[config.mk]
export PLATFORM = sky130hd
export DESIGN_NAME = sprite_frame_sequencer
export DESIGN_NICKNAME = d
export VERILOG_FILES = /design/src/design/sfs_pkg.sv /design/src/design/sfs_ctrl.sv /design/src/design/sfs_datapath.sv /design/src/design/sprite_frame_sequencer.sv
export SDC_FILE = /design/constraint.sdc
export NUM_CORES = 1
export LEC_CHECK = 0
export ABC_CLOCK_PERIOD_IN_PS = 12260
export BUFFER_PORTS_ARGS = -buffer_cell sky130_fd_sc_hd__buf_4
export CELL_PAD_IN_SITES_DETAIL_PLACEMENT = 1
export CELL_PAD_IN_SITES_GLOBAL_PLACEMENT = 1
export CORE_AREA = 8 8 265 241
export CTS_CLUSTER_DIAMETER = 200
export DETAILED_ROUTE_END_ITERATION = 7
export DIE_AREA = 0 0 273 249
export PLACE_DENSITY_LB_ADDON = 0.1
export SLEW_MARGIN = 30
export SYNTH_ARGS = -nofsm -noshare
export SYNTH_HDL_FRONTEND = slang
export SYNTH_SLANG_ARGS = --single-unit
[constraint.sdc]
create_clock -name clk_i -period 12.26 [get_ports clk_i]
set_input_delay 3.065 -clock clk_i [delete_from_list [all_inputs] [get_ports clk_i]]
set_output_delay 3.065 -clock clk_i [all_outputs]
set_load 0.01 [all_outputs]
[src/design/sfs_pkg.sv]
// ----------------------------------------------------------------------------
// sfs_pkg
// Shared types and constants for the sprite frame sequencer.
// ----------------------------------------------------------------------------
package sfs_pkg;

  // field widths
  localparam int FRAME_W    = 8;
  localparam int POS_W      = 9;
  localparam int LEN_W      = 10;
  localparam int PIX_W      = 18;
  localparam int PERIOD_W   = 24;
  localparam int COLS_W     = 9;
  localparam int DIM_W      = 11;
  localparam int PROD_W     = FRAME_W + DIM_W;
  localparam int CFG_IDX_W  = 3;
  localparam int CFG_DATA_W = 24;
  localparam int OP_W       = 3;

  localparam int MAX_FRAMES = 256;
  localparam logic [PIX_W-1:0] PIX_MAX = '1;

  // one quotient bit per step of the column divider
  localparam int DIV_STEPS = FRAME_W;
  localparam int DIV_CNT_W = $clog2(DIV_STEPS);

  localparam logic [PERIOD_W-1:0] PERIOD_RST = 24'd16667;

  // operation codes
  localparam logic [OP_W-1:0] OP_TICK   = 3'd0;
  localparam logic [OP_W-1:0] OP_START  = 3'd1;
  localparam logic [OP_W-1:0] OP_STOP   = 3'd2;
  localparam logic [OP_W-1:0] OP_PAUSE  = 3'd3;
  localparam logic [OP_W-1:0] OP_RESUME = 3'd4;

  // register indexes
  localparam logic [CFG_IDX_W-1:0] CFG_SHEET_COLUMNS = 3'd0;
  localparam logic [CFG_IDX_W-1:0] CFG_FRAME_WIDTH   = 3'd1;
  localparam logic [CFG_IDX_W-1:0] CFG_FRAME_HEIGHT  = 3'd2;
  localparam logic [CFG_IDX_W-1:0] CFG_FIRST_FRAME   = 3'd3;
  localparam logic [CFG_IDX_W-1:0] CFG_LAST_FRAME    = 3'd4;
  localparam logic [CFG_IDX_W-1:0] CFG_PING_PONG     = 3'd5;
  localparam logic [CFG_IDX_W-1:0] CFG_LOOP_ENABLE   = 3'd6;
  localparam logic [CFG_IDX_W-1:0] CFG_FRAME_PERIOD  = 3'd7;

  // controller to datapath
  typedef struct packed {
    logic capture;   // latch the incoming item
    logic exec;      // apply command, accumulate time
    logic adv;       // period compare and position step
    logic frame;     // frame lookup, divider init
    logic div_step;  // one restoring divide step
    logic mul;       // pixel products
    logic load_out;  // fill the output register
  } sfs_cmd_t;

  // datapath to controller
  typedef struct packed {
    logic out_free;
  } sfs_status_t;

endpackage

[src/design/sfs_ctrl.sv]
// ----------------------------------------------------------------------------
// sfs_ctrl
// Sequencing state machine: walks each item through update, frame lookup,
// column divide, pixel multiply and output load.
// ----------------------------------------------------------------------------
module sfs_ctrl import sfs_pkg::*; (
  input  logic        clk_i,
  input  logic        rst_ni,
  input  logic        in_valid_i,
  output logic        in_ready_o,
  input  sfs_status_t status_i,
  output sfs_cmd_t    cmd_o
);

  localparam logic [2:0] S_IDLE  = 3'd0;
  localparam logic [2:0] S_EXEC  = 3'd1;
  localparam logic [2:0] S_ADV   = 3'd2;
  localparam logic [2:0] S_FRAME = 3'd3;
  localparam logic [2:0] S_DIV   = 3'd4;
  localparam logic [2:0] S_MUL   = 3'd5;
  localparam logic [2:0] S_DONE  = 3'd6;

  logic [2:0]           state_q, state_d;
  logic [DIV_CNT_W-1:0] cnt_q, cnt_d;

  assign in_ready_o = (state_q == S_IDLE);

  always_comb begin
    state_d = state_q;
    cnt_d   = cnt_q;
    cmd_o   = '0;
    case (state_q)
      S_IDLE: begin
        if (in_valid_i) begin
          cmd_o.capture = 1'b1;
          state_d       = S_EXEC;
        end
      end
      S_EXEC: begin
        cmd_o.exec = 1'b1;
        state_d    = S_ADV;
      end
      S_ADV: begin
        cmd_o.adv = 1'b1;
        state_d   = S_FRAME;
      end
      S_FRAME: begin
        cmd_o.frame = 1'b1;
        cnt_d       = '0;
        state_d     = S_DIV;
      end
      S_DIV: begin
        cmd_o.div_step = 1'b1;
        cnt_d          = cnt_q + 1'b1;
        if (cnt_q == DIV_CNT_W'(DIV_STEPS - 1)) begin
          state_d = S_MUL;
        end
      end
      S_MUL: begin
        cmd_o.mul = 1'b1;
        state_d   = S_DONE;
      end
      S_DONE: begin
        // wait here only while the previous result is still unread
        if (status_i.out_free) begin
          cmd_o.load_out = 1'b1;
          state_d        = S_IDLE;
        end
      end
      default: begin
        state_d = S_IDLE;
      end
    endcase
  end

  always_ff @(posedge clk_i or negedge rst_ni) begin
    if (!rst_ni) begin
      state_q <= S_IDLE;
      cnt_q   <= '0;
    end else begin
      state_q <= state_d;
      cnt_q   <= cnt_d;
    end
  end

endmodule

[src/design/sfs_datapath.sv]
// ----------------------------------------------------------------------------
// sfs_datapath
// Config registers, play state, frame lookup, shift-subtract column divider,
// pixel multipliers and the output register.
// ----------------------------------------------------------------------------
module sfs_datapath import sfs_pkg::*; #(
  parameter int TIME_BITS = 24
) (
  input  logic                  clk_i,
  input  logic                  rst_ni,
  input  logic                  cfg_valid_i,
  input  logic [CFG_IDX_W-1:0]  cfg_index_i,
  input  logic [CFG_DATA_W-1:0] cfg_data_i,
  input  logic [OP_W-1:0]       operation_i,
  input  logic [TIME_BITS-1:0]  elapsed_time_i,
  input  sfs_cmd_t              cmd_i,
  output sfs_status_t           status_o,
  input  logic                  out_ready_i,
  output logic                  out_valid_o,
  output logic [FRAME_W-1:0]    frame_number_o,
  output logic [PIX_W-1:0]      frame_x_o,
  output logic [PIX_W-1:0]      frame_y_o,
  output logic                  playing_o,
  output logic [POS_W-1:0]      sequence_index_o
);

  localparam int AW = TIME_BITS + 1;
  localparam int CW = (AW > PERIOD_W) ? AW : PERIOD_W;

  // configuration
  logic [COLS_W-1:0]   sheet_columns_q;
  logic [DIM_W-1:0]    frame_width_q, frame_height_q;
  logic [FRAME_W-1:0]  first_frame_q, last_frame_q;
  logic                ping_pong_q, loop_enable_q;
  logic [PERIOD_W-1:0] frame_period_q;

  // play state
  logic [AW-1:0]    acc_q, acc_d;
  logic [POS_W-1:0] pos_q, pos_d;
  logic             running_q, running_d;

  // captured item
  logic [OP_W-1:0]      op_q;
  logic [TIME_BITS-1:0] el_q;

  // frame / divide / multiply
  logic [FRAME_W-1:0] frame_q, frame_d;
  logic [FRAME_W-1:0] quo_q, rem_q;
  logic [PROD_W-1:0]  x_prod_q, y_prod_q;

  // output register
  logic               out_valid_q;
  logic [FRAME_W-1:0] out_frame_q;
  logic [PIX_W-1:0]   out_x_q, out_y_q;
  logic               out_playing_q;
  logic [POS_W-1:0]   out_pos_q;

  always_ff @(posedge clk_i or negedge rst_ni) begin
    if (!rst_ni) begin
      sheet_columns_q <= COLS_W'(1);
      frame_width_q   <= DIM_W'(1);
      frame_height_q  <= DIM_W'(1);
      first_frame_q   <= '0;
      last_frame_q    <= '0;
      ping_pong_q     <= 1'b0;
      loop_enable_q   <= 1'b0;
      frame_period_q  <= PERIOD_RST;
    end else if (cfg_valid_i) begin
      case (cfg_index_i)
        CFG_SHEET_COLUMNS: sheet_columns_q <= cfg_data_i[COLS_W-1:0];
        CFG_FRAME_WIDTH:   frame_width_q   <= cfg_data_i[DIM_W-1:0];
        CFG_FRAME_HEIGHT:  frame_height_q  <= cfg_data_i[DIM_W-1:0];
        CFG_FIRST_FRAME:   first_frame_q   <= cfg_data_i[FRAME_W-1:0];
        CFG_LAST_FRAME:    last_frame_q    <= cfg_data_i[FRAME_W-1:0];
        CFG_PING_PONG:     ping_pong_q     <= cfg_data_i[0];
        CFG_LOOP_ENABLE:   loop_enable_q   <= cfg_data_i[0];
        CFG_FRAME_PERIOD:  frame_period_q  <= cfg_data_i[PERIOD_W-1:0];
        default: ;
      endcase
    end
  end

  // sequence geometry
  logic [FRAME_W-1:0] span;
  logic [LEN_W-1:0]   seq_len;
  logic               reverse;

  always_comb begin
    reverse = (first_frame_q > last_frame_q);
    span    = reverse ? (first_frame_q - last_frame_q) : (last_frame_q - first_frame_q);
    if (span == '0) begin
      seq_len = LEN_W'(1);
    end else if (!ping_pong_q) begin
      seq_len = LEN_W'(span) + LEN_W'(1);
    end else begin
      seq_len = {1'b0, span, 1'b0} + LEN_W'(!loop_enable_q);
    end
  end

  // state update: command/accumulate, then compare and advance
  logic [AW:0]      acc_sum;
  logic [AW-1:0]    acc_sat;
  logic             acc_ge;
  logic [CW-1:0]    acc_sub;
  logic [LEN_W-1:0] pos_inc;
  logic [LEN_W-1:0] last_idx;

  always_comb begin
    acc_sum  = {1'b0, acc_q} + (AW+1)'(el_q);
    acc_sat  = acc_sum[AW] ? '1 : acc_sum[AW-1:0];
    acc_ge   = (CW'(acc_q) >= CW'(frame_period_q));
    acc_sub  = CW'(acc_q) - CW'(frame_period_q);
    pos_inc  = LEN_W'(pos_q) + LEN_W'(1);
    last_idx = seq_len - LEN_W'(1);

    acc_d     = acc_q;
    pos_d     = pos_q;
    running_d = running_q;

    if (cmd_i.exec) begin
      case (op_q)
        OP_TICK: begin
          if (running_q) begin
            acc_d = acc_sat;
          end
        end
        OP_START: begin
          running_d = 1'b1;
          pos_d     = '0;
        end
        OP_STOP: begin
          running_d = 1'b0;
          pos_d     = '0;
        end
        OP_PAUSE:  running_d = 1'b0;
        OP_RESUME: running_d = 1'b1;
        default: ;
      endcase
    end

    if (cmd_i.adv && (op_q == OP_TICK) && running_q && acc_ge) begin
      acc_d = acc_sub[AW-1:0];
      if (pos_inc >= seq_len) begin
        if (loop_enable_q) begin
          pos_d = '0;
        end else begin
          pos_d     = last_idx[POS_W-1:0];
          running_d = 1'b0;
        end
      end else begin
        pos_d = pos_inc[POS_W-1:0];
      end
    end
  end

  always_ff @(posedge clk_i or negedge rst_ni) begin
    if (!rst_ni) begin
      acc_q     <= '0;
      pos_q     <= '0;
      running_q <= 1'b0;
    end else begin
      acc_q     <= acc_d;
      pos_q     <= pos_d;
      running_q <= running_d;
    end
  end

  always_ff @(posedge clk_i) begin
    if (cmd_i.capture) begin
      op_q <= operation_i;
      el_q <= elapsed_time_i;
    end
  end

  // frame lookup; a position past the end shows the last entry
  logic [LEN_W-1:0] p_eff, k_step, f_wide;

  always_comb begin
    p_eff  = (LEN_W'(pos_q) >= seq_len) ? last_idx : LEN_W'(pos_q);
    k_step = (p_eff <= LEN_W'(span)) ? p_eff : ({1'b0, span, 1'b0} - p_eff);
    f_wide = reverse ? (LEN_W'(first_frame_q) - k_step) : (LEN_W'(first_frame_q) + k_step);
    if (int'(f_wide) >= MAX_FRAMES) begin
      frame_d = FRAME_W'(MAX_FRAMES - 1);
    end else begin
      frame_d = f_wide[FRAME_W-1:0];
    end
  end

  // restoring divide by column count, zero columns acts as one
  logic [COLS_W-1:0] cols_eff;
  logic [COLS_W-1:0] shifted;
  logic              q_bit;
  logic [COLS_W-1:0] rem_next;

  always_comb begin
    cols_eff = (sheet_columns_q == '0) ? COLS_W'(1) : sheet_columns_q;
    shifted  = {rem_q, quo_q[FRAME_W-1]};
    q_bit    = (shifted >= cols_eff);
    rem_next = q_bit ? (shifted - cols_eff) : shifted;
  end

  always_ff @(posedge clk_i) begin
    if (cmd_i.frame) begin
      frame_q <= frame_d;
      quo_q   <= frame_d;
      rem_q   <= '0;
    end else if (cmd_i.div_step) begin
      quo_q <= {quo_q[FRAME_W-2:0], q_bit};
      rem_q <= rem_next[FRAME_W-1:0];
    end
    if (cmd_i.mul) begin
      x_prod_q <= PROD_W'(rem_q) * PROD_W'(frame_width_q);
      y_prod_q <= PROD_W'(quo_q) * PROD_W'(frame_height_q);
    end
  end

  // output register
  assign status_o.out_free = !out_valid_q || out_ready_i;

  always_ff @(posedge clk_i or negedge rst_ni) begin
    if (!rst_ni) begin
      out_valid_q <= 1'b0;
    end else if (cmd_i.load_out) begin
      out_valid_q <= 1'b1;
    end else if (out_ready_i) begin
      out_valid_q <= 1'b0;
    end
  end

  always_ff @(posedge clk_i) begin
    if (cmd_i.load_out) begin
      out_frame_q   <= frame_q;
      out_x_q       <= (x_prod_q > PROD_W'(PIX_MAX)) ? PIX_MAX : x_prod_q[PIX_W-1:0];
      out_y_q       <= (y_prod_q > PROD_W'(PIX_MAX)) ? PIX_MAX : y_prod_q[PIX_W-1:0];
      out_playing_q <= running_q;
      out_pos_q     <= pos_q;
    end
  end

  assign out_valid_o      = out_valid_q;
  assign frame_number_o   = out_frame_q;
  assign frame_x_o        = out_x_q;
  assign frame_y_o        = out_y_q;
  assign playing_o        = out_playing_q;
  assign sequence_index_o = out_pos_q;

endmodule

[src/design/sprite_frame_sequencer.sv]
// ----------------------------------------------------------------------------
// sprite_frame_sequencer
// Sprite sheet animation sequencer: time ticks and play commands in, shown
// frame and its pixel position in the sheet out, one result per item.
// ----------------------------------------------------------------------------
//  channel  direction  handshake                 payload
//  in       input      in_valid_i / in_ready_o   operation_i, elapsed_time_i
//  out      output     out_valid_o / out_ready_i frame_number_o, frame_x_o,
//                                                frame_y_o, playing_o,
//                                                sequence_index_o
//  cfg      input      cfg_valid_i / cfg_ready_o cfg_index_i, cfg_data_i
//
//  An item passes capture, update, advance, frame lookup, the 8-step column
//  divider (one quotient bit per cycle), pixel multiply and output load.
//  Items are handled one at a time; in_ready_o rises again once the result
//  is in the output register, so the next item can enter while it waits.
//  If the previous result is still unread the controller holds the new one.
//  Reset is asynchronous and clears play state and config to defaults.
// ----------------------------------------------------------------------------
module sprite_frame_sequencer import sfs_pkg::*; #(
  parameter int TIME_BITS = 24
) (
  input  logic                  clk_i,
  input  logic                  rst_ni,
  input  logic                  in_valid_i,
  output logic                  in_ready_o,
  input  logic [OP_W-1:0]       operation_i,
  input  logic [TIME_BITS-1:0]  elapsed_time_i,
  output logic                  out_valid_o,
  input  logic                  out_ready_i,
  output logic [FRAME_W-1:0]    frame_number_o,
  output logic [PIX_W-1:0]      frame_x_o,
  output logic [PIX_W-1:0]      frame_y_o,
  output logic                  playing_o,
  output logic [POS_W-1:0]      sequence_index_o,
  input  logic                  cfg_valid_i,
  output logic                  cfg_ready_o,
  input  logic [CFG_IDX_W-1:0]  cfg_index_i,
  input  logic [CFG_DATA_W-1:0] cfg_data_i
);

  sfs_cmd_t    cmd;
  sfs_status_t status;

  assign cfg_ready_o = 1'b1;

  sfs_ctrl u_ctrl (
    .clk_i      (clk_i),
    .rst_ni     (rst_ni),
    .in_valid_i (in_valid_i),
    .in_ready_o (in_ready_o),
    .status_i   (status),
    .cmd_o      (cmd)
  );

  sfs_datapath #(
    .TIME_BITS (TIME_BITS)
  ) u_datapath (
    .clk_i            (clk_i),
    .rst_ni           (rst_ni),
    .cfg_valid_i      (cfg_valid_i),
    .cfg_index_i      (cfg_index_i),
    .cfg_data_i       (cfg_data_i),
    .operation_i      (operation_i),
    .elapsed_time_i   (elapsed_time_i),
    .cmd_i            (cmd),
    .status_o         (status),
    .out_ready_i      (out_ready_i),
    .out_valid_o      (out_valid_o),
    .frame_number_o   (frame_number_o),
    .frame_x_o        (frame_x_o),
    .frame_y_o        (frame_y_o),
    .playing_o        (playing_o),
    .sequence_index_o (sequence_index_o)
  );

endmodule

==> impl_metrics.ini <==
[run_status]
status = completed

[cts]
htreeDepth = 2
path_clk_slew_ps = 60
clock-sinks = 258
cts_tree = done
cts-root-buf = clkbuf_16
postCtsResizedCells = 0
clk_latency_ps = 540
cts_buffers = 34
postCtsHoldBufs = 0
ctsLongestPathBuffers = 3
postCtsSetupRepairBufs = 0

[setup_path]
critPathLaunch = u_datapath.first_frame_q[0]
max_stage_delay_ps = 630
r2r-start = u_datapath.first_frame_q[0]
cp_max_fo = 18
rr_worst_depth = 48
cp_slowest_cell = a311oi_1
path_depth = 48
path_delay_family = compound AO/OA/AOI/OAI gates
reg2reg_to = u_datapath.quo_q[7]
crit_arrival_ps = 11360
path_class = reg -> reg
cp-end-kind = register
cp_num_buf_inv = 7
cp.required_ps = 12510
rrSetupSlack_ps = 1150
worstSetupStartpointType = register
crit_end = u_datapath.quo_q[7]

[synth]
synth-edff-count = 135
synthCells = 2062
synth_area_um2 = 20600
synth_compound_area_share_pct = 13.3
syn_nets = 2431
async_reset_ff_share_pct = 44.6
synth_top_family_by_area = adder cells
yosysUniqueCellTypes = 92
yosys.area_share.simple_pct = 13.9
seq_area_frac_synth_pct = 34.5
syn_avg_cell_area_um2 = 9.98
synth_top_area_share_pct = 19.7
synth_adder_area_share_pct = 23.1
ys.flop_type = edfxtp_1
synthXorXnorAreaFrac_pct = 4.98
synth_mux_area_share_pct = 4.29
synth_area_leaders = edfxtp_1 20%, dfrtp_1 13%, ha_1 12%, fa_1 11%, inv_1 4.4%
ys_warn_count = 0
synth_seq_cells = 258
synth_area_leader_cell = edfxtp_1

[power_and_ir_drop]
power_leakage_nw = 10.9
irDropWorstVdd_uv = 157
powerDensity_nw_per_um2 = 281
power_mw = 6.57

[routing]
wl_per_cell_um = 19.2
routed_via_density = 5.07
first_pass_iters = 5
antenna_left = 0
wl_mm = 56.9
drt_iter0_markers = 685
post-route-drc-count = 0
num_vias = 15000

[die]
start_util_pct = 34.7
pin_count = 116
die_w_um = 273
fp.coreArea_um2 = 59300
fp.dieArea_um2 = 68000
rows = 85
dieHeight_um = 249

[global_route]
grt_pass1_wl_mm = 91.5
grt_antenna_before_repair = 1
use_met2_pct = 27.7
top_usage_layer = met2
track_usage_pct = 16.7
grt_pass1_vias = 16200
grt_max_degree = 53
grt_overflow = 0
met3_usage_pct = 2.52
met1_usage_pct = 22.9

[timing]
setup_viol = 0
maxSlewViolCount = 0
whs_ps = 429
tightestPinTransition_ps = 1010
hold_viol = 0
max_freq_mhz = 90.0
fin_crit_sh_pct = 90.6
grt_setup_unrepaired = false
min_period_ps = 11110
worst_slew_margin_rel_pct = 31.7
clock-skew-final_ps = 26.7
final.setup.tns_ps = 0

[final_layout]
layout_commonest_cell = inv_1
fillers = 6710
final_cell_mix = 240 x inv_1, 201 x nand2_1, 195 x ha_1, 135 x edfxtp_1, 132 x buf_4
drive_gt1_share_pct = 15.0
area_growth_pct = 13.8
nets = 2528
diodes = 0

[placed_design]
hpwl_mm = 43.4
numPortBuffers = 114
gp_congestion = 0.836

[run]
max_cap_violations = 0

[worst_hold_path]
hp-class = reg -> reg
cell usage after synthesis, types with 6 or more instances:
cell type	n
inv_1	240
nand2_1	202
ha_1	195
edfxtp_1	135
fa_1	115
o21ai_0	107
dfrtp_1	106
and2_1	98
nor2_1	83
a21oi_1	77
xnor2_1	68
clkbuf_1	59
mux2_2	58
a21o_1	47
or2_2	47
xor2_1	47
o22ai_1	26
nand2b_1	25
nor2b_1	23
o21bai_1	22
a31oi_1	21
mux2i_1	18
nand3_1	18
nor3_1	16
and3_1	13
o21a_1	13
nand4_1	10
a21boi_0	9
dfstp_2	9
a211oi_1	8
dfxtp_1	8
o211ai_1	8
o31ai_1	8
nor4_1	7
a211o_1	6
buf_2	6
or3_1	6
registers in the layout, summed over array words and instances, names as in the netlist, 9 cells and up:
signal	flops
u_datapath.acc_q	25
u_datapath.el_q	24
u_datapath.frame_height_q	11
u_datapath.frame_period_q	24
u_datapath.frame_width_q	11
u_datapath.frame_x_o	18
u_datapath.frame_y_o	18
u_datapath.pos_q	9
u_datapath.sequence_index_o	9
u_datapath.sheet_columns_q	9
u_datapath.x_prod_q	19
u_datapath.y_prod_q	19
layer usage:
| metal | part of all wire (%) | wire length, um |
|---|---|---|
| met1 | 48 | 27400 |
| met2 | 47 | 26600 |
| met3 | 3.3 | 1890 |
| met4 | 1.7 | 954 |
| met5 | 0 | 0 |
worst reg2reg max path, delay by kind of cell (launching register included):
family          cells  cell delay (ps)
compound gates     22             4640
fa+ha+maj           7             2210
buf+inv             7             1180
flops               1              410
mux                 3              890
simple gates        9             1510
per-stage QoR:
stage / worst slack (ps) / util, % / instances / instance area, um2
2_1_floorplan: 2660 / - / 2062 / 20600
3_3_place_gp: 1610 / 37.5 / 2906 / 22300
3_5_place_dp: 1180 / 37.5 / 2906 / 22300
4_1_cts: 1100 / 39.4 / 2967 / 23400
5_1_grt: 74.9 / 39.4 / 2967 / 23400
6_report: 1150 / 39.4 / 2967 / 23400
final cells by class:
type | instances | area [um2] | share of cell area (%)
Sequential cell | 258 | 7100 | 30.3
Inverter | 244 | 916 | 3.91
Clock buffer | 48 | 996 | 4.25
Multi-Input combinational cell | 1489 | 12300 | 52.4
Timing Repair Buffer | 132 | 991 | 4.23
Clock inverter | 13 | 146 | 0.625
Tap cell | 783 | 980 | 4.19
where the power goes:
group          switching, mW  total, mW  leakage [nW]  internal, mW
registers              0.238       1.53          2.74          1.29
logic                   2.26       4.00          7.58          1.74
clock network          0.404       1.04         0.568         0.631
total                   2.90       6.57          10.9          3.67
how the worst min path moves through the flow:
stage / start / endpoint / slack [ps] / depth (start not counted)
floorplan: u_datapath.frame_q[0] / u_datapath.frame_number_o[0] / 400 / 0
global placement: u_datapath.frame_q[7] / u_datapath.frame_number_o[7] / 420 / 0
detailed placement: u_datapath.frame_q[7] / u_datapath.frame_number_o[7] / 420 / 0
CTS: u_datapath.frame_q[7] / u_datapath.frame_number_o[7] / 440 / 0
global route: u_datapath.frame_q[7] / u_datapath.frame_number_o[7] / 450 / 0
finish: u_datapath.frame_q[7] / u_datapath.frame_number_o[7] / 430 / 0
logic make-up after synthesis:
group                      after synthesis
and+or+nand+nor                        570
adders and majority gates              310
AOI/OAI and AO/OA                      413
xor gates and xnor gates               116
other                                    1
DFF                                    258
muxes                                   79
buffers and inverters                  315
(Power assumes the default switching activity.)
